$ cat src/hdl/pwrseq_pkg.sv
// ----------------------------------------------------------------------------
// pwrseq_pkg
// Shared types, register map and constants of the power sequencer.
// ----------------------------------------------------------------------------
package pwrseq_pkg;

    localparam int SECONDS_WIDTH_DEF = 32;

    localparam int APB_ADDR_W = 4;
    localparam int APB_DATA_W = 32;

    // register index (paddr[3:2])
    localparam logic [1:0] REG_SHUTDOWN_LIMIT = 2'd0;
    localparam logic [1:0] REG_PRESS_EXPIRE   = 2'd1;
    localparam logic [1:0] REG_PRESS_WINDOW   = 2'd2;

    localparam logic [7:0] SHUTDOWN_LIMIT_RST = 8'd120;
    localparam logic [3:0] PRESS_EXPIRE_RST   = 4'd3;
    localparam logic [3:0] PRESS_WINDOW_RST   = 4'd2;

    // event kinds
    localparam logic [1:0] MODE_TICK  = 2'd0;
    localparam logic [1:0] MODE_PRESS = 2'd1;

    // reported state codes
    localparam logic [2:0] ST_BOOT  = 3'd0;
    localparam logic [2:0] ST_ON    = 3'd1;
    localparam logic [2:0] ST_WBUSY = 3'd2;
    localparam logic [2:0] ST_WDONE = 3'd3;
    localparam logic [2:0] ST_OFF   = 3'd4;

    // power output bits
    localparam int PO_HOST  = 0;
    localparam int PO_NFC   = 1;
    localparam int PO_SDREQ = 2;

    typedef enum logic [4:0] {
        PH_BOOT  = 5'b00001,
        PH_ON    = 5'b00010,
        PH_WBUSY = 5'b00100,
        PH_WDONE = 5'b01000,
        PH_OFF   = 5'b10000
    } phase_t;

    typedef struct packed {
        logic [1:0] mode;
        logic       power_ok;
        logic       shutdown_busy;
    } evt_word_t;

    typedef struct packed {
        logic [2:0] machine_state;
        logic       host_power;
        logic       nfc_power;
        logic       shutdown_request;
        logic       led_zero;
        logic       led_one;
        logic       led_two;
    } res_word_t;

    typedef struct packed {
        logic [7:0] shutdown_limit;
        logic [3:0] press_expire;
        logic [3:0] press_window;
    } cfg_t;

    typedef struct packed {
        logic head_valid;
        logic skid_valid;
    } obuf_sts_t;

    function automatic logic [2:0] phase_code(input phase_t ph);
        logic [2:0] code;
        case (ph)
            PH_BOOT:  code = ST_BOOT;
            PH_ON:    code = ST_ON;
            PH_WBUSY: code = ST_WBUSY;
            PH_WDONE: code = ST_WDONE;
            PH_OFF:   code = ST_OFF;
            default:  code = ST_BOOT;
        endcase
        return code;
    endfunction

endpackage

$ cat src/hdl/pwrseq_if.sv
// ----------------------------------------------------------------------------
// pwrseq_if
// Valid/ready channels for wake events and result words.
// ----------------------------------------------------------------------------
interface pwrseq_evt_if;
    import pwrseq_pkg::*;

    logic      valid;
    logic      ready;
    evt_word_t word;

    modport source (output valid, output word, input ready);
    modport sink (input valid, input word, output ready);
endinterface

interface pwrseq_res_if;
    import pwrseq_pkg::*;

    logic      valid;
    logic      ready;
    res_word_t word;

    modport source (output valid, output word, input ready);
    modport sink (input valid, input word, output ready);
endinterface

$ cat src/hdl/power_sequencer_fsm_core.sv
// ----------------------------------------------------------------------------
// power_sequencer_fsm_core
// Host board power sequencer driven by wake event words.
// ----------------------------------------------------------------------------
// Usage:
//   evt  : wake event words (mode, power_ok, shutdown_busy), valid/ready.
//   res  : one result word per event (state, power enables, shutdown
//          request, LED levels), valid/ready.
//   APB  : shutdown_limit at 0x0, press_expire at 0x4, press_window at 0x8;
//          write only while the block is idle.
// Result: an event's result word is registered in the result buffer behind
//   any words held there. Throughput: one event per cycle while evt.ready is
//   high; the pass is combinational logic between state registers and buffer.
// Stall: results queue in a two-word buffer (output plus skid register);
//   evt.ready drops only while both words are held.
// Reset: state returns to boot with seconds, press time, timeout, LEDs and
//   power outputs cleared; registers return to 120, 3 and 2.
// ----------------------------------------------------------------------------
module power_sequencer_fsm_core #(
    parameter int SECONDS_WIDTH = pwrseq_pkg::SECONDS_WIDTH_DEF
) (
    input  logic                               clk,
    input  logic                               rst_n,
    pwrseq_evt_if.sink                         evt,
    pwrseq_res_if.source                       res,
    input  logic                               psel,
    input  logic                               penable,
    input  logic                               pwrite,
    input  logic [pwrseq_pkg::APB_ADDR_W-1:0]  paddr,
    input  logic [pwrseq_pkg::APB_DATA_W-1:0]  pwdata,
    output logic [pwrseq_pkg::APB_DATA_W-1:0]  prdata,
    output logic                               pready
);
    import pwrseq_pkg::*;

    cfg_t      cfg;
    res_word_t step_word;
    obuf_sts_t obuf_sts;
    logic      accept;
    logic      evt_ready;

    assign evt.ready = evt_ready;
    assign accept    = evt.valid & evt_ready;

    pwrseq_cfg u_cfg (
        .clk     (clk),
        .rst_n   (rst_n),
        .psel    (psel),
        .penable (penable),
        .pwrite  (pwrite),
        .paddr   (paddr),
        .pwdata  (pwdata),
        .prdata  (prdata),
        .pready  (pready),
        .cfg     (cfg)
    );

    pwrseq_step #(
        .SECONDS_WIDTH (SECONDS_WIDTH)
    ) u_step (
        .clk      (clk),
        .rst_n    (rst_n),
        .accept   (accept),
        .evt_word (evt.word),
        .cfg      (cfg),
        .res_word (step_word)
    );

    pwrseq_obuf u_obuf (
        .clk        (clk),
        .rst_n      (rst_n),
        .push       (accept),
        .push_word  (step_word),
        .push_ready (evt_ready),
        .out_valid  (res.valid),
        .out_word   (res.word),
        .out_ready  (res.ready),
        .sts        (obuf_sts)
    );

`ifndef SYNTHESIS
    a_skid_implies_head: assert property (@(posedge clk) disable iff (!rst_n)
        obuf_sts.skid_valid |-> obuf_sts.head_valid)
        else $error("skid word held without output word");

    a_sdreq_only_wbusy: assert property (@(posedge clk) disable iff (!rst_n)
        res.valid && res.word.shutdown_request |-> res.word.machine_state == ST_WBUSY)
        else $error("shutdown request outside wait busy");

    a_off_host_down: assert property (@(posedge clk) disable iff (!rst_n)
        res.valid && res.word.machine_state == ST_OFF |-> !res.word.host_power)
        else $error("host power on in off state");

    a_accept_fills: assert property (@(posedge clk) disable iff (!rst_n)
        accept |=> obuf_sts.head_valid)
        else $error("accepted event left no result word");
`endif

endmodule

$ cat src/hdl/pwrseq_cfg.sv
// ----------------------------------------------------------------------------
// pwrseq_cfg
// APB register block: shutdown limit, press expiry and press window.
// ----------------------------------------------------------------------------
module pwrseq_cfg (
    input  logic                               clk,
    input  logic                               rst_n,
    input  logic                               psel,
    input  logic                               penable,
    input  logic                               pwrite,
    input  logic [pwrseq_pkg::APB_ADDR_W-1:0]  paddr,
    input  logic [pwrseq_pkg::APB_DATA_W-1:0]  pwdata,
    output logic [pwrseq_pkg::APB_DATA_W-1:0]  prdata,
    output logic                               pready,
    output pwrseq_pkg::cfg_t                   cfg
);
    import pwrseq_pkg::*;

    cfg_t       cfg_reg;
    logic       wr_en;
    logic [1:0] reg_idx;

    assign pready  = 1'b1;
    assign wr_en   = psel & penable & pwrite & pready;
    assign reg_idx = paddr[3:2];

    always_ff @(posedge clk or negedge rst_n)
    begin
        if (!rst_n)
        begin
            cfg_reg.shutdown_limit <= SHUTDOWN_LIMIT_RST;
            cfg_reg.press_expire   <= PRESS_EXPIRE_RST;
            cfg_reg.press_window   <= PRESS_WINDOW_RST;
        end
        else if (wr_en)
        begin
            case (reg_idx)
                REG_SHUTDOWN_LIMIT: cfg_reg.shutdown_limit <= pwdata[7:0];
                REG_PRESS_EXPIRE:   cfg_reg.press_expire   <= pwdata[3:0];
                REG_PRESS_WINDOW:   cfg_reg.press_window   <= pwdata[3:0];
                default:            ;
            endcase
        end
    end

    always_comb
    begin
        prdata = '0;
        case (reg_idx)
            REG_SHUTDOWN_LIMIT: prdata[7:0] = cfg_reg.shutdown_limit;
            REG_PRESS_EXPIRE:   prdata[3:0] = cfg_reg.press_expire;
            REG_PRESS_WINDOW:   prdata[3:0] = cfg_reg.press_window;
            default:            prdata = '0;
        endcase
    end

    assign cfg = cfg_reg;

endmodule

$ cat src/hdl/pwrseq_step.sv
// ----------------------------------------------------------------------------
// pwrseq_step
// Sequencer state and the single pass applied to each accepted wake event.
// ----------------------------------------------------------------------------
module pwrseq_step #(
    parameter int SECONDS_WIDTH = pwrseq_pkg::SECONDS_WIDTH_DEF
) (
    input  logic                    clk,
    input  logic                    rst_n,
    input  logic                    accept,
    input  pwrseq_pkg::evt_word_t   evt_word,
    input  pwrseq_pkg::cfg_t        cfg,
    output pwrseq_pkg::res_word_t   res_word
);
    import pwrseq_pkg::*;

    localparam int SW = SECONDS_WIDTH;

    phase_t          phase_reg,   phase_next;
    logic [SW-1:0]   sec_reg,     sec_next;
    logic [SW-1:0]   press_reg,   press_next;
    logic [7:0]      timeout_reg, timeout_next;
    logic [2:0]      led_reg,     led_next;
    logic [2:0]      po_reg,      po_next;

    logic [SW-1:0]   press_evt;
    logic [SW-1:0]   age;
    logic [SW-1:0]   press_live;
    logic            expired;

    always_comb
    begin
        sec_next  = sec_reg;
        press_evt = press_reg;
        if (evt_word.mode == MODE_TICK)
            sec_next = sec_reg + {{(SW-1){1'b0}}, 1'b1};
        else if (evt_word.mode == MODE_PRESS && press_reg == '0)
            press_evt = sec_reg;

        age        = sec_next - press_evt;
        press_live = (age > {{(SW-4){1'b0}}, cfg.press_expire}) ? '0 : press_evt;
        expired    = (timeout_reg <= 8'd1);

        phase_next   = phase_reg;
        press_next   = press_live;
        timeout_next = timeout_reg;
        led_next     = led_reg;
        po_next      = po_reg;

        case (phase_reg)
            PH_BOOT:
            begin
                led_next = 3'b111;
                if (evt_word.power_ok)
                begin
                    phase_next       = PH_ON;
                    po_next[PO_HOST] = 1'b1;
                    po_next[PO_NFC]  = 1'b1;
                end
                else
                    phase_next = PH_OFF;
            end
            PH_ON:
            begin
                led_next = {2'b00, ~led_reg[0]};
                if (!evt_word.power_ok ||
                    (press_live != '0 && age < {{(SW-4){1'b0}}, cfg.press_window}))
                begin
                    if (evt_word.power_ok)
                        press_next = '0;
                    po_next[PO_SDREQ] = 1'b1;
                    po_next[PO_NFC]   = 1'b0;
                    phase_next        = PH_WBUSY;
                    timeout_next      = cfg.shutdown_limit;
                end
            end
            PH_WBUSY:
            begin
                if (expired)
                begin
                    timeout_next      = 8'd0;
                    po_next[PO_SDREQ] = 1'b0;
                    phase_next        = PH_WDONE;
                end
                else
                begin
                    timeout_next = timeout_reg - 8'd1;
                    press_next   = '0;
                    led_next     = {1'b0, ~led_reg[1], 1'b0};
                    if (evt_word.shutdown_busy)
                    begin
                        po_next[PO_SDREQ] = 1'b0;
                        phase_next        = PH_WDONE;
                    end
                end
            end
            PH_WDONE:
            begin
                if (expired)
                begin
                    timeout_next     = 8'd0;
                    po_next[PO_HOST] = 1'b0;
                    phase_next       = PH_OFF;
                end
                else
                begin
                    timeout_next = timeout_reg - 8'd1;
                    press_next   = '0;
                    led_next     = {~led_reg[2], 2'b00};
                    if (!evt_word.shutdown_busy)
                    begin
                        po_next[PO_HOST] = 1'b0;
                        phase_next       = PH_OFF;
                    end
                end
            end
            PH_OFF:
            begin
                led_next = 3'b000;
                if (press_live != '0)
                begin
                    press_next = '0;
                    if (evt_word.power_ok)
                    begin
                        po_next[PO_HOST] = 1'b1;
                        po_next[PO_NFC]  = 1'b1;
                        phase_next       = PH_ON;
                    end
                end
            end
            default:
                phase_next = PH_BOOT;
        endcase
    end

    always_ff @(posedge clk or negedge rst_n)
    begin
        if (!rst_n)
        begin
            phase_reg   <= PH_BOOT;
            sec_reg     <= '0;
            press_reg   <= '0;
            timeout_reg <= '0;
            led_reg     <= '0;
            po_reg      <= '0;
        end
        else if (accept)
        begin
            phase_reg   <= phase_next;
            sec_reg     <= sec_next;
            press_reg   <= press_next;
            timeout_reg <= timeout_next;
            led_reg     <= led_next;
            po_reg      <= po_next;
        end
    end

    always_comb
    begin
        res_word.machine_state    = phase_code(phase_next);
        res_word.host_power       = po_next[PO_HOST];
        res_word.nfc_power        = po_next[PO_NFC];
        res_word.shutdown_request = po_next[PO_SDREQ];
        res_word.led_zero         = led_next[0];
        res_word.led_one          = led_next[1];
        res_word.led_two          = led_next[2];
    end

endmodule

$ cat src/hdl/pwrseq_obuf.sv
// ----------------------------------------------------------------------------
// pwrseq_obuf
// Two-entry result buffer: output register plus skid register.
// ----------------------------------------------------------------------------
module pwrseq_obuf (
    input  logic                    clk,
    input  logic                    rst_n,
    input  logic                    push,
    input  pwrseq_pkg::res_word_t   push_word,
    output logic                    push_ready,
    output logic                    out_valid,
    output pwrseq_pkg::res_word_t   out_word,
    input  logic                    out_ready,
    output pwrseq_pkg::obuf_sts_t   sts
);
    import pwrseq_pkg::*;

    res_word_t head_reg, head_next;
    res_word_t skid_reg, skid_next;
    logic      hv_reg,   hv_next;
    logic      sv_reg,   sv_next;
    logic      pop;

    assign pop        = hv_reg & out_ready;
    assign push_ready = ~sv_reg;

    always_comb
    begin
        head_next = head_reg;
        skid_next = skid_reg;
        hv_next   = hv_reg;
        sv_next   = sv_reg;
        if (pop)
        begin
            hv_next   = sv_reg;
            head_next = skid_reg;
            sv_next   = 1'b0;
        end
        if (push)
        begin
            if (!hv_next)
            begin
                hv_next   = 1'b1;
                head_next = push_word;
            end
            else
            begin
                sv_next   = 1'b1;
                skid_next = push_word;
            end
        end
    end

    always_ff @(posedge clk or negedge rst_n)
    begin
        if (!rst_n)
        begin
            hv_reg <= 1'b0;
            sv_reg <= 1'b0;
        end
        else
        begin
            hv_reg <= hv_next;
            sv_reg <= sv_next;
        end
    end

    always_ff @(posedge clk)
    begin
        head_reg <= head_next;
        skid_reg <= skid_next;
    end

    assign out_valid      = hv_reg;
    assign out_word       = head_reg;
    assign sts.head_valid = hv_reg;
    assign sts.skid_valid = sv_reg;

endmodule
$ cat src/flat_wrapper.sv
// flat-port wrapper written by rule: the top's interface ports become plain ports
module power_sequencer_fsm_core_flat import pwrseq_pkg::*;
#(
    parameter int SECONDS_WIDTH = pwrseq_pkg::SECONDS_WIDTH_DEF
)
  (clk, rst_n, psel, penable, pwrite, paddr, pwdata, prdata, pready, evt_valid, evt_word, evt_ready, res_valid, res_word, res_ready);
  pwrseq_evt_if evt_i ();
  pwrseq_res_if res_i ();
  input  logic clk;
  input  logic rst_n;
  input  logic psel;
  input  logic penable;
  input  logic pwrite;
  input  logic [pwrseq_pkg::APB_ADDR_W-1:0] paddr;
  input  logic [pwrseq_pkg::APB_DATA_W-1:0] pwdata;
  output logic [pwrseq_pkg::APB_DATA_W-1:0] prdata;
  output logic pready;
  input wire logic [$bits(evt_i.valid)-1:0] evt_valid;
  input wire logic [$bits(evt_i.word)-1:0] evt_word;
  output wire logic [$bits(evt_i.ready)-1:0] evt_ready;
  output wire logic [$bits(res_i.valid)-1:0] res_valid;
  output wire logic [$bits(res_i.word)-1:0] res_word;
  input wire logic [$bits(res_i.ready)-1:0] res_ready;
  assign evt_i.valid = evt_valid;
  assign evt_i.word = evt_word;
  assign evt_ready = evt_i.ready;
  assign res_valid = res_i.valid;
  assign res_word = res_i.word;
  assign res_i.ready = res_ready;
  power_sequencer_fsm_core #(.SECONDS_WIDTH(SECONDS_WIDTH)) u_core (.clk(clk), .rst_n(rst_n), .evt(evt_i), .res(res_i), .psel(psel), .penable(penable), .pwrite(pwrite), .paddr(paddr), .pwdata(pwdata), .prdata(prdata), .pready(pready));
endmodule
$ cat config.mk
export PLATFORM = sky130hd
export DESIGN_NAME = power_sequencer_fsm_core_flat
export DESIGN_NICKNAME = d
export VERILOG_FILES = /design/src/hdl/pwrseq_pkg.sv /design/src/hdl/pwrseq_if.sv /design/src/hdl/power_sequencer_fsm_core.sv /design/src/hdl/pwrseq_cfg.sv /design/src/hdl/pwrseq_step.sv /design/src/hdl/pwrseq_obuf.sv /design/src/flat_wrapper.sv
export SDC_FILE = /design/constraint.sdc
export NUM_CORES = 1
export LEC_CHECK = 0
export ABC_AREA = 1
export BUFFER_PORTS_ARGS = -buffer_cell sky130_fd_sc_hd__buf_2
export CORE_ASPECT_RATIO = 0.8
export CORE_MARGIN = 2
export CORE_UTILIZATION = 48
export CTS_CLUSTER_SIZE = 10
export DETAILED_ROUTE_END_ITERATION = 7
export GPL_TIMING_DRIVEN = 0
export PLACE_DENSITY = 0.75
export SYNTH_ARGS = -nofsm -noshare
export SYNTH_HDL_FRONTEND = slang
export SYNTH_SLANG_ARGS = --single-unit
$ cat constraint.sdc
create_clock -name clk -period 9.47 [get_ports clk]
set_input_delay 0.4735 -clock clk [delete_from_list [all_inputs] [get_ports clk]]
set_output_delay 0.4735 -clock clk [all_outputs]
set_load 0.01 [all_outputs]
==> impl.org, run 1 <==
** Status
- The run finished with clean final reports.

** Floorplanning
- The core region is 20520 sq um.
- The floorplan has 47 rows.
- The die is 132.7 um tall.
- Die Footprint :: 21880 sq um
- The initial utilization of the core area, before any placement, comes to 48.42%.
- Horizontal die dimension :: 164.9 um
- Number of ports placed on the die boundary :: 91

** Worst setup path
- Kind of launch point of the worst setup path :: register
- Among the stages of the critical path, the cell type that occurs most often is sky130_fd_sc_hd__nand2_1.
- Slack of the worst reg-to-reg path :: 3620 ps
- The setup path with the least slack is of type reg -> reg.
- On the critical path, the stage with the largest delay is an instance of sky130_fd_sc_hd__nor2_1.
- In this design, the stage delay of the slowest critical-path cell is 480 ps.
- Along the worst path, the maximum fanout reaches 10.
- For the worst setup path, the data arrival time is 6210 ps.
- Worst Path Required :: 9820 ps
- The worst setup path is captured at a register.

** CTS
- For this design, the sink count on the clock tree is 119.
- Clock Pin Slew Worst Setup and Hold Paths :: 60 ps
- CTS resizes :: 0
- Clock latency on the worst-skew pair, taken at its later pin, is 420 ps.
- The H-tree generated during clock tree synthesis spans 4 levels.
- Clock buffer count from CTS :: 17
- Once the clock tree was built, the setup fixing pass inserted 0 buffers.
- No sink is reached through more buffers than the 2 on the longest clock path.
- Root Buffer Master :: sky130_fd_sc_hd__clkbuf_16
- After clock tree synthesis, the flow added hold-fix buffers numbering 0.
- TritonCTS built the clock tree.

** Place
- Port buffering added 39 buffers.
- After legalization and detailed placement, the total HPWL measured 23520 um.
- Routability Congestion :: 1.036

** Final layout
- Cells with a size suffix above 1 make up 11.67% of the layout.
- The repair_antennas step left the layout with diodes totalling 0.
- Area grow syn2layout :: 12.36%
- Final core utilization :: 54.41%
- Final layout net count :: 1714
- After filler insertion, the fill cell instance count of the layout stands at 1954.

** Timing
- Total count of max-transition violations in the final report :: 0
- For the final database, setup skew stands at 9.837 ps.
- Setup violators final :: 0
- Final-layout worst hold slack :: 102.8 ps
- The worst pin sits at a relative slew slack of 27.21%.
- Setup repair after global routing missed its margin :: false
- Time the worst path needs with I/O delays and setup :: 5852 ps
- Setup total negative slack :: 0 ps
- For the pin with the worst max-slew slack, the measured transition is 1082 ps.
- Final hold violation count :: 0
- Timing would allow up to 170.9 MHz.
- Portion of the clock cycle consumed by the worst path in the final layout :: 61.80%

** GRT
- For this run, the total global-route usage over all layers was measured as 27.43%.
- Global routing finished with a remaining overflow of 0.
- Pin count of the biggest net entering global routing :: 56
- The number of global-route vias before repair is 9106.
- Number of antenna violations at the first check in global routing :: 0
- The first global-routing pass estimated 46860 um of wire.

** Power
- Summed over all cells, the static leakage comes to 6.129 nW.
- VDD sags by at most 0.09872 mV.
- Power spread over the standard cell area amounts to 121.9 nW/um^2.

** Hold path
- Path type of the worst min-delay path :: in -> async

** Yosys
- Area share of the leading cell type in the synthesized netlist :: 23.42%
- Dividing the synthesized area by the synthesized cell count gives 6.449 sq um.
- Summed over all instances, the cell type with the most area after synthesis is sky130_fd_sc_hd__dfrtp_1.
- In this run, synthesis inferred 9 flip-flops with an integrated enable.
- In the synthesized netlist the async set-or-reset flop fraction comes to 84.87%.
- Cell count after synthesis :: 1541
- The mapped netlist covers 9938 sq um.
- Summing the sequential cell areas from Yosys gives 30.06% of the chip area.
- Synthesis inferred 119 register bits.
- For this run, the leading register cell type out of synthesis is sky130_fd_sc_hd__dfrtp_1.
- Total of warnings raised by yosys :: 0
- The netlist uses 57 different library cells.
- Top cells by area in the synthesized netlist :: sky130_fd_sc_hd__dfrtp_1 (23%), sky130_fd_sc_hd__nand2_1 (19%), sky130_fd_sc_hd__inv_1 (9.1%)

** Route
- Via count normalized by instance count :: 5.384
- Summing over every cut layer, the via total after detailed routing is 10260.
- For this run, the detailed router's first-pass iteration total came to 5.
- After the first detailed-routing iteration, the DRC count stood at 1318.
- The final layout contains routed wiring with a total length of 29870 um.
- DRC Markers :: 0
- The count of nets left with antenna violations once routing finished came out at 0.
- In the final routed layout, each cell accounts on average for 15.68 um.

** Job
- Max Cap Viol :: 0
## placed cells by master, fill, tap and decap left out, types with 5 or more instances in the layout
master / n
sky130_fd_sc_hd__nor2_2: 11
sky130_fd_sc_hd__buf_4: 26
sky130_fd_sc_hd__dfxtp_1: 9
sky130_fd_sc_hd__conb_1: 25
sky130_fd_sc_hd__a31oi_1: 5
sky130_fd_sc_hd__xor2_1: 35
sky130_fd_sc_hd__inv_1: 242
sky130_fd_sc_hd__nand4_1: 18
sky130_fd_sc_hd__nand3_2: 32
sky130_fd_sc_hd__o21bai_1: 5
sky130_fd_sc_hd__nand2_1: 490
sky130_fd_sc_hd__xnor2_1: 9
sky130_fd_sc_hd__nand2_2: 11
sky130_fd_sc_hd__inv_2: 15
sky130_fd_sc_hd__o22ai_1: 8
sky130_fd_sc_hd__buf_2: 44
sky130_fd_sc_hd__nand3_1: 69
sky130_fd_sc_hd__clkbuf_1: 16
sky130_fd_sc_hd__clkbuf_16: 17
sky130_fd_sc_hd__ha_1: 43
sky130_fd_sc_hd__nor2_1: 165
sky130_fd_sc_hd__dfstp_2: 8
sky130_fd_sc_hd__edfxtp_1: 9
sky130_fd_sc_hd__clkinv_4: 5
sky130_fd_sc_hd__a21oi_1: 56
sky130_fd_sc_hd__nor4_1: 6
sky130_fd_sc_hd__dfrtp_1: 93
sky130_fd_sc_hd__o21ai_0: 69
sky130_fd_sc_hd__nor3_1: 24
sky130_fd_sc_hd__o41ai_1: 16
## routing by layer
| metal | global-route usage [%] | share of wire, % | wire length [um] | vias to the layer above |
|---|---|---|---|---|
| met5 | 0 | 0 | 0 | - |
| met4 | 7.295 | 1.7 | 515 | 0 |
| met3 | 6.928 | 11 | 3405 | 50 |
| met2 | 38.70 | 41 | 12260 | 528 |
| met1 | 41.46 | 46 | 13690 | 4690 |
| li1 | - | - | - | 4988 |
## worst paths after layout
path,start,endpoint,depth (start not counted)
max,u_core.u_step.press_reg[18]$_DFFE_PN0P_,u_core.u_step.po_reg[1]$_DFFE_PN0P_,33
min,rst_n,u_core.u_step.sec_reg[6]$_DFFE_PN0P_,1
max reg2reg,u_core.u_step.press_reg[18]$_DFFE_PN0P_,u_core.u_step.po_reg[1]$_DFFE_PN0P_,33
min reg2reg,u_core.u_cfg.cfg[8]$_DFFE_PN0P_,u_core.u_cfg.cfg[8]$_DFFE_PN0P_,2
max in group asynchronous,rst_n,u_core.u_cfg.cfg[14]$_DFFE_PN1P_,2
min in group clk,pwdata[4],u_core.u_cfg.cfg[12]$_DFFE_PN1P_,3
## metrics by stage
| stage | power [mW] | cells | worst slack [ps] | instance area [sq um] |
|---|---|---|---|---|
| global placement | 0.7175 | 1872 | 3882 | 10560 |
| floorplan | 0.6664 | 1564 | 5246 | 10020 |
| finish | 1.361 | 1905 | 3618 | 11170 |
| detailed placement | 0.7222 | 1873 | 3765 | 10590 |
| CTS | 1.358 | 1905 | 3836 | 11170 |
| global route | 1.406 | 1905 | 3230 | 11170 |
## final cells by class
type | instances | area [sq um] | area share, %
plain buffers | 51 | 315.3 | 2.824
clock buffers | 17 | 425.4 | 3.810
clock inverters | 15 | 155.1 | 1.389
inverters | 259 | 972.2 | 8.706
multi-input cells | 1135 | 5749 | 51.48
flip-flops and latches | 119 | 2988 | 26.76
well taps | 269 | 336.6 | 3.014
repair buffers | 40 | 225.2 | 2.017
## power by group
part / total, mW / switching [mW] / leakage, nW / internal, mW
sequential: 0.541 / 0.00957 / 1.37 / 0.531
clock: 0.642 / 0.254 / 0.281 / 0.388
combinational: 0.178 / 0.116 / 4.48 / 0.0620
total: 1.36 / 0.380 / 6.13 / 0.981
## cell families after synthesis
| kind of cell | share of synthesized area (%) |
|---|---|
| flops | 30.06 |
| compound gates | 10.53 |
| other cells | 0.07557 |
| xor+xnor | 3.878 |
| fa+ha+maj | 5.615 |
| simple gates | 36.89 |
| buf+inv | 12.95 |
## synthesized netlist by cell type, drive strengths merged (16+ instances only)
library cell  instances
ha                   43
nor3                 25
nor2                178
nand2               502
clkbuf               16
o41ai                16
inv                 257
dfrtp                93
nand4                18
xor2                 35
o21ai                73
a21oi                57
buf                  35
nand3               101
## critical path, delay by kind of cell (launching register included)
family / cells / cell delay (ps)
compound gates: 4 / 570
xor+xnor: 1 / 280
fa+ha+maj: 2 / 770
buf+inv: 4 / 610
flops: 1 / 420
simple gates: 22 / 3100
Note: power is estimated with default switching activity, not from simulation.
==> run 2, diff against run 1 <==
Settings changed: PLACE_DENSITY 0.75 to 0.77.
Clock period 9.47 ns to 5 ns, I/O delays scaled along.
==> run 2 against run 1 <==
  * Utilization up 5.7 points
  * Worst hold slack worse by 40 ps
  * Register-to-register slack worse by 3500 ps
  * Total power up 100%
  * Cell count up 2.4%
  * Count of clock-buffer cells in the layout up 2
  * Worst setup slack worse by 3500 ps
  * Final area up 10%
  * Wire length up 7.7%
  * Sequential share of layout area down 2.5 points
  * First-iteration DRC count up 6.9%
  * Largest power group unchanged
==> impl.org, run 2 (same netlist as run 1, synthesis figures left out) <==
** Status
- The run finished with clean final reports.

** Power
- Static Leak :: 6.549 nW (+6.9%)
- The cell-internal power is 2.033 mW (+110%).
- The reported net switching power came to 735.0 uW (+93%).
- Switching share of total power :: 26.55% (-1.4 points)
- The overall power was 2.768 mW (+100%).
- The peak supply drop came to 0.1924 mV (+95%).
- Clk network pwr share :: 48.8% (+1.6 points)
- Combinational group share of total power :: 14.2% (+1.1 points)
- Power per cell area :: 224.5 nW/um^2 (+84%)
- The sequential cell fraction of total power is 37.0% (-2.7 points).

** CTS
- The number of sinks on the clock net was 119 (unchanged).
- Root Buffer Master :: sky130_fd_sc_hd__clkbuf_16
- CTS tree :: yes
- The clock edge transition at the registers on the reported setup and hold paths came to 50 ps (about the same).
- H-tree levels :: 4 (unchanged)
- The maximum count of clock buffers along a single path was 2 (unchanged).
- Later-pin clock latency in the skew report :: 420 ps (about the same)
- Clock buffer count from CTS :: 17 (unchanged)

** Worst setup path
- Cell family contributing the most delay on the critical path :: simple AND/OR/NAND/NOR gates
- Setup Crit Path Kind :: reg -> reg
- The slowest stage of the critical path is the sky130_fd_sc_hd__dfrtp_1 cell.
- Critical path fanouts, max :: 10 (unchanged)
- Number of buffers and inverters on the critical path :: 5 (+1)
- The data required time at the worst endpoint was 5310 ps (-4510 ps).
- The arrival time of data at the critical path endpoint is 5180 ps (-1030 ps).
- Largest stage delay, worst path :: 410 ps (-70 ps)
- The worst setup path is launched from a register.
- Endpoint type of the worst setup path :: register

** GRT
- The first-pass GRT wire length came to 48090 um (+2.6%).
- The total routing usage reported by global routing came to 28.14% (+0.71 points).
- GRT overflow :: 0 (unchanged)
- Pin count of the biggest net entering global routing :: 64 (+14%)
- The number of global-route vias before repair came to 9382 (+3.0%).
- Number of antenna violations at the first check in global routing :: 1 (+1)

** Final layout
- The library cell used most frequently in the layout, excluding fill and tap cells, is sky130_fd_sc_hd__nand2_1.
- The final-layout fill cell count was 1831 (-6.3%).
- Commonest non-fill, non-tap cells in the layout :: sky130_fd_sc_hd__nand2_1 (464), sky130_fd_sc_hd__inv_1 (237), sky130_fd_sc_hd__nor2_1 (146)
- The count of nets after finishing was 1760 (+2.7%).
- The area taken by flip-flops and latches came to 2997 sq um (+0.29%).
- The footprint of the multi-input gates came to 6452 sq um (+12%).
- Area grow syn2layout :: 24.10%
- Final core utilization :: 60.09% (+5.7 points)
- The share of cells above drive strength 1 came to 21.52% (+9.8 points).
- ANT cells :: 0 (unchanged)

** Floorplanning
- The I/O pin total came to 91 (unchanged).
- The core area was 20520 sq um (unchanged).
- Effective utilization at floorplan :: 48.42% (unchanged)
- Die Footprint :: 21880 sq um (unchanged)
- The site row count is 47 (unchanged).
- Die Y :: 132.7 um (unchanged)
- Horizontal die dimension :: 164.9 um (unchanged)

** Route
- The detail-routed net length per standard cell came to 16.50 um (+5.2%).
- Routed wire length :: 32190 um (+7.7%)
- Number of vias in the routed layout :: 10680 (+4.2%)
- DRC Markers :: 0 (unchanged)
- Total iterations of the first detailed-routing run :: 6 (+1)
- Number of DRC markers after the initial detailed-route iteration :: 1409 (+6.9%)
- The detail-routed via count per cell is 5.476 (+1.7%).
- The number of antenna-violating nets in the routed design came to 0 (unchanged).

** Job
- The number of maximum-capacitance constraint violations is 0 (unchanged).

** Timing
- Skew final :: 10.75 ps (+0.9157 ps)
- Portion of the clock cycle consumed by the worst path in the final layout :: 97.51% (+36 points)
- Max frequency :: 205.1 MHz (+20%)
- The setup violation total in the final timing report was 0 (unchanged).
- The time the worst path needs with I/O delays and setup was 4876 ps (-976.7 ps).
- The total count of hold-check failures in the final report is 0 (unchanged).
- The transition time at the pin with the least slew margin was 1274 ps (+192.4 ps).
- Setup ws final :: 124.5 ps (-3493 ps)
- Total count of max-transition violations in the final report :: 0 (unchanged)
- The normalized max-slew margin was 14.26% (-13 points).

** Place
- The worst slack at placement was -705.7 ps (-4471 ps).
- Buffers added on ports :: 39 (unchanged)
- Routability Congestion :: 1.043 (+0.70%)
- DP HPWL :: 23380 um (-0.58%)

** Hold path
- Path type of the worst min-delay path :: in -> reg
==> run 2: changes by cell type in the layout (fill, tap and decap cells not counted), sizes merged <==
cell	previous run	this run
clkinv	11	8
nor2	178	179
clkinvlp	2	1
dlygate4sd3	0	1
clkbuf	33	35
bufinv	2	5
buf	75	119
inv	259	258
==> run 2: repair_timing <==
item / in CTS / in global routing
cloned: 0 / 1
endpoints found under the setup margin: 58 / 58
hold buffers: 1 / 0
pin swaps: 3 / 55
endpoints found under the hold margin: 38 / 0
gates resized for setup: 22 / 163
setup buffers: 2 / 42
==> run 2: area by class of cell <==
type                    instances  area share [%]
multi-input cells            1136           52.32
well taps                     269           2.729
plain buffers                  51           2.891
clock buffers                  19           3.510
repair buffers                 85           4.687
inverters                     259           7.923
flip-flops and latches        119           24.30
clock inverters                13           1.643
==> run 2: final timing paths <==
check	from	to	slack, ps	cells past startpoint
worst max-delay path	u_core.u_step.press_reg[20]$_DFFE_PN0P_	u_core.u_step.press_reg[3]$_DFFE_PN0P_	120	30
worst min-delay path	pwdata[6]	u_core.u_cfg.cfg[14]$_DFFE_PN1P_	60	3
worst max register to register	u_core.u_step.press_reg[20]$_DFFE_PN0P_	u_core.u_step.press_reg[3]$_DFFE_PN0P_	120	30
worst min register to register	u_core.u_cfg.cfg[8]$_DFFE_PN0P_	u_core.u_cfg.cfg[8]$_DFFE_PN0P_	490	2
max in group asynchronous	rst_n	u_core.u_step.phase_reg[0]$_DFFE_PN1P_	3870	3
min in group asynchronous	rst_n	u_core.u_step.sec_reg[4]$_DFFE_PN0P_	360	2
==> run 2: worst min-delay path: stages <==
cell	delay [ps]
sky130_fd_sc_hd__buf_2	90
sky130_fd_sc_hd__nor2_1	90
sky130_fd_sc_hd__a21oi_1	40
==> run 2: through the flow <==
step,area [sq um],hold slack [ps],instances,setup TNS [ps]
final,12330,62.75,1951,0
after global routing,12330,94.89,1951,-2728
after CTS,11330,55.53,1908,0
after detailed placement,10590,273.5,1873,-35630
after global placement,10560,468.4,1872,-31300
after floorplan,10020,-45.59,1564,0
==> run 2: power groups by stage <==
stage          registers (mW)  logic, mW  clock network (mW)
6_report                 1.02      0.393                1.35
5_1_grt                  1.03      0.434                1.40
4_1_cts                  1.02      0.343                1.35
3_5_place_dp             1.04      0.329                   0
3_3_place_gp             1.04      0.319                   0
2_1_floorplan            1.03      0.227                   0
==> run 2: per-layer routing <==
layer / vias up / global-route usage (%) / routed length, um / share of wire, %
met5: - / 1.591 / 0 / 0
met4: 0 / 8.116 / 600 / 1.9
met3: 57 / 9.028 / 3510 / 11
met2: 614 / 39.14 / 13910 / 43
met1: 4942 / 41.39 / 14170 / 44
li1: 5071 / - / - / -
==> run 3, diff against run 2 <==
Settings changed: SETUP_SLACK_MARGIN set to 0.5.
==> run 3 against run 2 <==
  * The run now ends with setup timing left
  * Total power grew 2.7%
  * Cell count is 2.6% higher
  * Flip-flop and latch count is the same
  * Worst hold slack got worse by 3.9 ps
  * Combinational power rose by 17%
  * Clock power about the same
  * Non-clock buffer count increased by 49
  * Clock skew is 1.7 ps lower
  * Critical path depth is 2 higher
  * Critical endpoint is now u_core.u_step.press_reg[4]$_DFFE_PN0P_
  * Largest power group unchanged
==> impl.org, run 3 (same netlist as run 1, synthesis figures left out) <==
** Status
- Outcome :: complete, but fails checks
- The checks that failed: setup timing.

** Place
- The placed wire-length estimate after detailed placement is 23380 um (unchanged).
- Buffers added on ports :: 39 (unchanged)
- The routability-driven placement congestion ratio came to 1.043 (unchanged).
- Placed instance area :: 10590 sq um (unchanged)
- Number of instances in the placed design :: 1873 (unchanged)
- The worst slack at placement came to -705.7 ps (unchanged).

** CTS
- Clock buffer count from CTS :: 17 (unchanged)
- H-tree levels :: 4 (unchanged)
- TritonCTS built the clock tree.
- Later-pin clock latency in the skew report :: 430 ps (about the same)
- Clock net sink count :: 119 (unchanged)
- Worst-case clock buffer depth :: 2 (unchanged)
- The cell sitting at the root of the clock tree is a sky130_fd_sc_hd__clkbuf_16.
- Clock Pin Slew Worst Setup and Hold Paths :: 60 ps (about the same)

** Final layout
- Commonest non-fill, non-tap cell in the layout :: sky130_fd_sc_hd__nand2_1
- Post-route cell area :: 13290 sq um (+7.8%)
- Final layout net count :: 1809 (+2.8%)
- Commonest non-fill, non-tap cells in the layout :: sky130_fd_sc_hd__nand2_1 (440), sky130_fd_sc_hd__inv_1 (229), sky130_fd_sc_hd__nor2_1 (134)
- Area grow syn2layout :: 33.75%
- The share of cells above drive strength 1 was 28.13% (+6.6 points).
- Final std cells w/o fill :: 2001 (+2.6%)

** Power
- Power per cell area :: 213.9 nW/um^2 (-4.7%)
- Static Leak :: 6.939 nW (+5.9%)
- Worst IR drop on VDD :: 0.1820 mV (-5.5%)
- The overall power is 2.843 mW (+2.7%).

** Route
- The via count was 11250 (+5.3%).
- The DRC marker count from the first detailed-route iteration came to 1815 (+29%).
- The number of antenna-violating nets in the routed design is 0 (unchanged).
- Total iterations of the first detailed-routing run :: 6 (unchanged)
- Routed wire length per instance :: 17.75 um (+7.6%)
- The routed wire length was 35520 um (+10%).
- The number of design rule violations left after detail routing is 0 (unchanged).
- Via count normalized by instance count :: 5.620 (+2.6%)

** Worst setup path
- The count of cells along the worst register-to-register path came to 32 (+6.7%).
- Number of buffers and inverters on the critical path :: 6 (+1)
- Critical path fanouts, max :: 10 (unchanged)
- Cell family contributing the most delay on the critical path :: simple AND/OR/NAND/NOR gates
- The arrival time of data at the critical path endpoint is 5350 ps (+170 ps).
- The depth of the critical timing path with buffers and inverters included is 32 (+6.7%).
- Largest stage delay, worst path :: 450 ps (+40 ps)
- The worst setup path is of the reg -> reg kind.
- The data required time at the worst endpoint came to 5300 ps (about the same).
- The slowest stage of the critical path is the sky130_fd_sc_hd__dfrtp_1 cell.
- Endpoint type of the worst setup path :: register
- STA classifies the critical path startpoint as a register.
- Most common cell on crit path :: sky130_fd_sc_hd__nand2_1

** GRT
- The pin count of the biggest net entering global routing came to 64 (unchanged).
- The number of antenna violations at the first check in global routing was 0 (-1).
- Number of global-route vias before repair :: 9889 (+5.4%)
- The global routing usage on met2 is 42.14% (+3.0 points).
- Most crowded layer after global routing :: met1
- M3 GR Usage :: 8.997% (-0.031 points)
- Global routing met1 resource utilization :: 42.59% (+1.2 points)
- The total global routing overflow came to 0 (unchanged).
- Global-route wire length before repair :: 50540 um (+5.1%)
- Overall track demand over capacity in global routing :: 29.57% (+1.4 points)

** Timing
- The transition time at the pin with the least slew margin came to 1378 ps (+103.8 ps).
- Final hold violation count :: 0 (unchanged)
- Setup repair after global routing could not meet its margin everywhere.
- Worst relative slew slack :: 7.282% (-7.0 points)
- Setup ws final :: -50.76 ps (-175.2 ps)
- Setup violators final :: 20 (+20)
- The highest clock frequency the design can meet is 198.0 MHz (-3.5%).
- The maximum clock skew at final layout is 9.011 ps (-1.742 ps).
- The final-report max-slew violation count was 0 (unchanged).
- Setup total negative slack :: -259.9 ps (-259.9 ps)
- The share of the clock period used by the worst path is 101.0% (+3.5 points).
- The time the worst path needs with I/O delays and setup is 5051 ps (+175.2 ps).

** Floorplanning
- The overall die area was 21880 sq um (unchanged).
- The site row count was 47 (unchanged).
- The core area is 20520 sq um (unchanged).
- Number of ports placed on the die boundary :: 91 (unchanged)
- Die Y :: 132.7 um (unchanged)
- Horizontal die dimension :: 164.9 um (unchanged)
- Effective utilization at floorplan :: 48.42% (unchanged)

** Hold path
- The worst hold path stage count came to 3 (unchanged).
- Path type of the worst min-delay path :: in -> reg

** Job
- The number of maximum-capacitance constraint violations is 0 (unchanged).
[run 3: cell type report]
type	instances	area [sq um]
clock buffer	19	432.9
clock inverter	13	202.7
fill	1616	7231
buffer	51	366.6
antenna	1	2.502
sequential	119	2995
inverter	259	992.2
timing repair buffer	134	996.0
multi-input combinational	1136	6968
tap	269	336.6
[run 3: metrics by stage]
step	hold WS, ps	util, %
2_1_floorplan	-45.59	-
3_3_place_gp	468.4	51.44
3_5_place_dp	273.5	51.58
4_1_cts	55.53	58.45
5_1_grt	88.48	64.76
6_report	58.85	64.77
[run 3: per-layer routing]
metal | wire, um | part of all wire (%) | up-vias
met5 | 0 | 0 | -
met3 | 4461 | 13 | 112
met2 | 15730 | 44 | 801
met1 | 14190 | 40 | 5163
li1 | - | - | 5170
met4 | 1138 | 3.2 | 0
[run 3: path summary, 6_finish.rpt]
kind / from / end / slack, ps
max reg2reg: u_core.u_step.press_reg[4]$_DFFE_PN0P_ / u_core.u_step.press_reg[4]$_DFFE_PN0P_ / -50
max: u_core.u_step.press_reg[4]$_DFFE_PN0P_ / u_core.u_step.press_reg[4]$_DFFE_PN0P_ / -50
min reg2reg: u_core.u_cfg.cfg[8]$_DFFE_PN0P_ / u_core.u_cfg.cfg[8]$_DFFE_PN0P_ / 490
max in group asynchronous: rst_n / u_core.u_step.phase_reg[0]$_DFFE_PN1P_ / 3860
min in group asynchronous: rst_n / u_core.u_step.sec_reg[4]$_DFFE_PN0P_ / 370
min: pwdata[4] / u_core.u_cfg.cfg[12]$_DFFE_PN1P_ / 60
[run 3: power by group]
group	leakage [nW]	total (mW)	internal [mW]	switching (mW)
clock	0.309	1.36	0.883	0.477
sequential	1.36	1.02	1.01	0.0185
combinational	5.27	0.458	0.176	0.282
total	6.94	2.84	2.06	0.778
[run 3: tightest hold or removal path, delay by kind of cell]
| kind | cells | cell delay (ps) |
|---|---|---|
| compound gates | 1 | 50 |
| buf+inv | 1 | 90 |
| simple gates | 1 | 90 |
[run 3: repair_timing]
item / 4_1_cts / 5_1_grt
pin swaps: 24 / 92
setup endpoints to repair: 58 / 58
gates cloned: 1 / 1
hold buffers: 1 / 0
setup buffers: 42 / 50
resized for setup: 104 / 192
endpoints found under the hold margin: 38 / 0
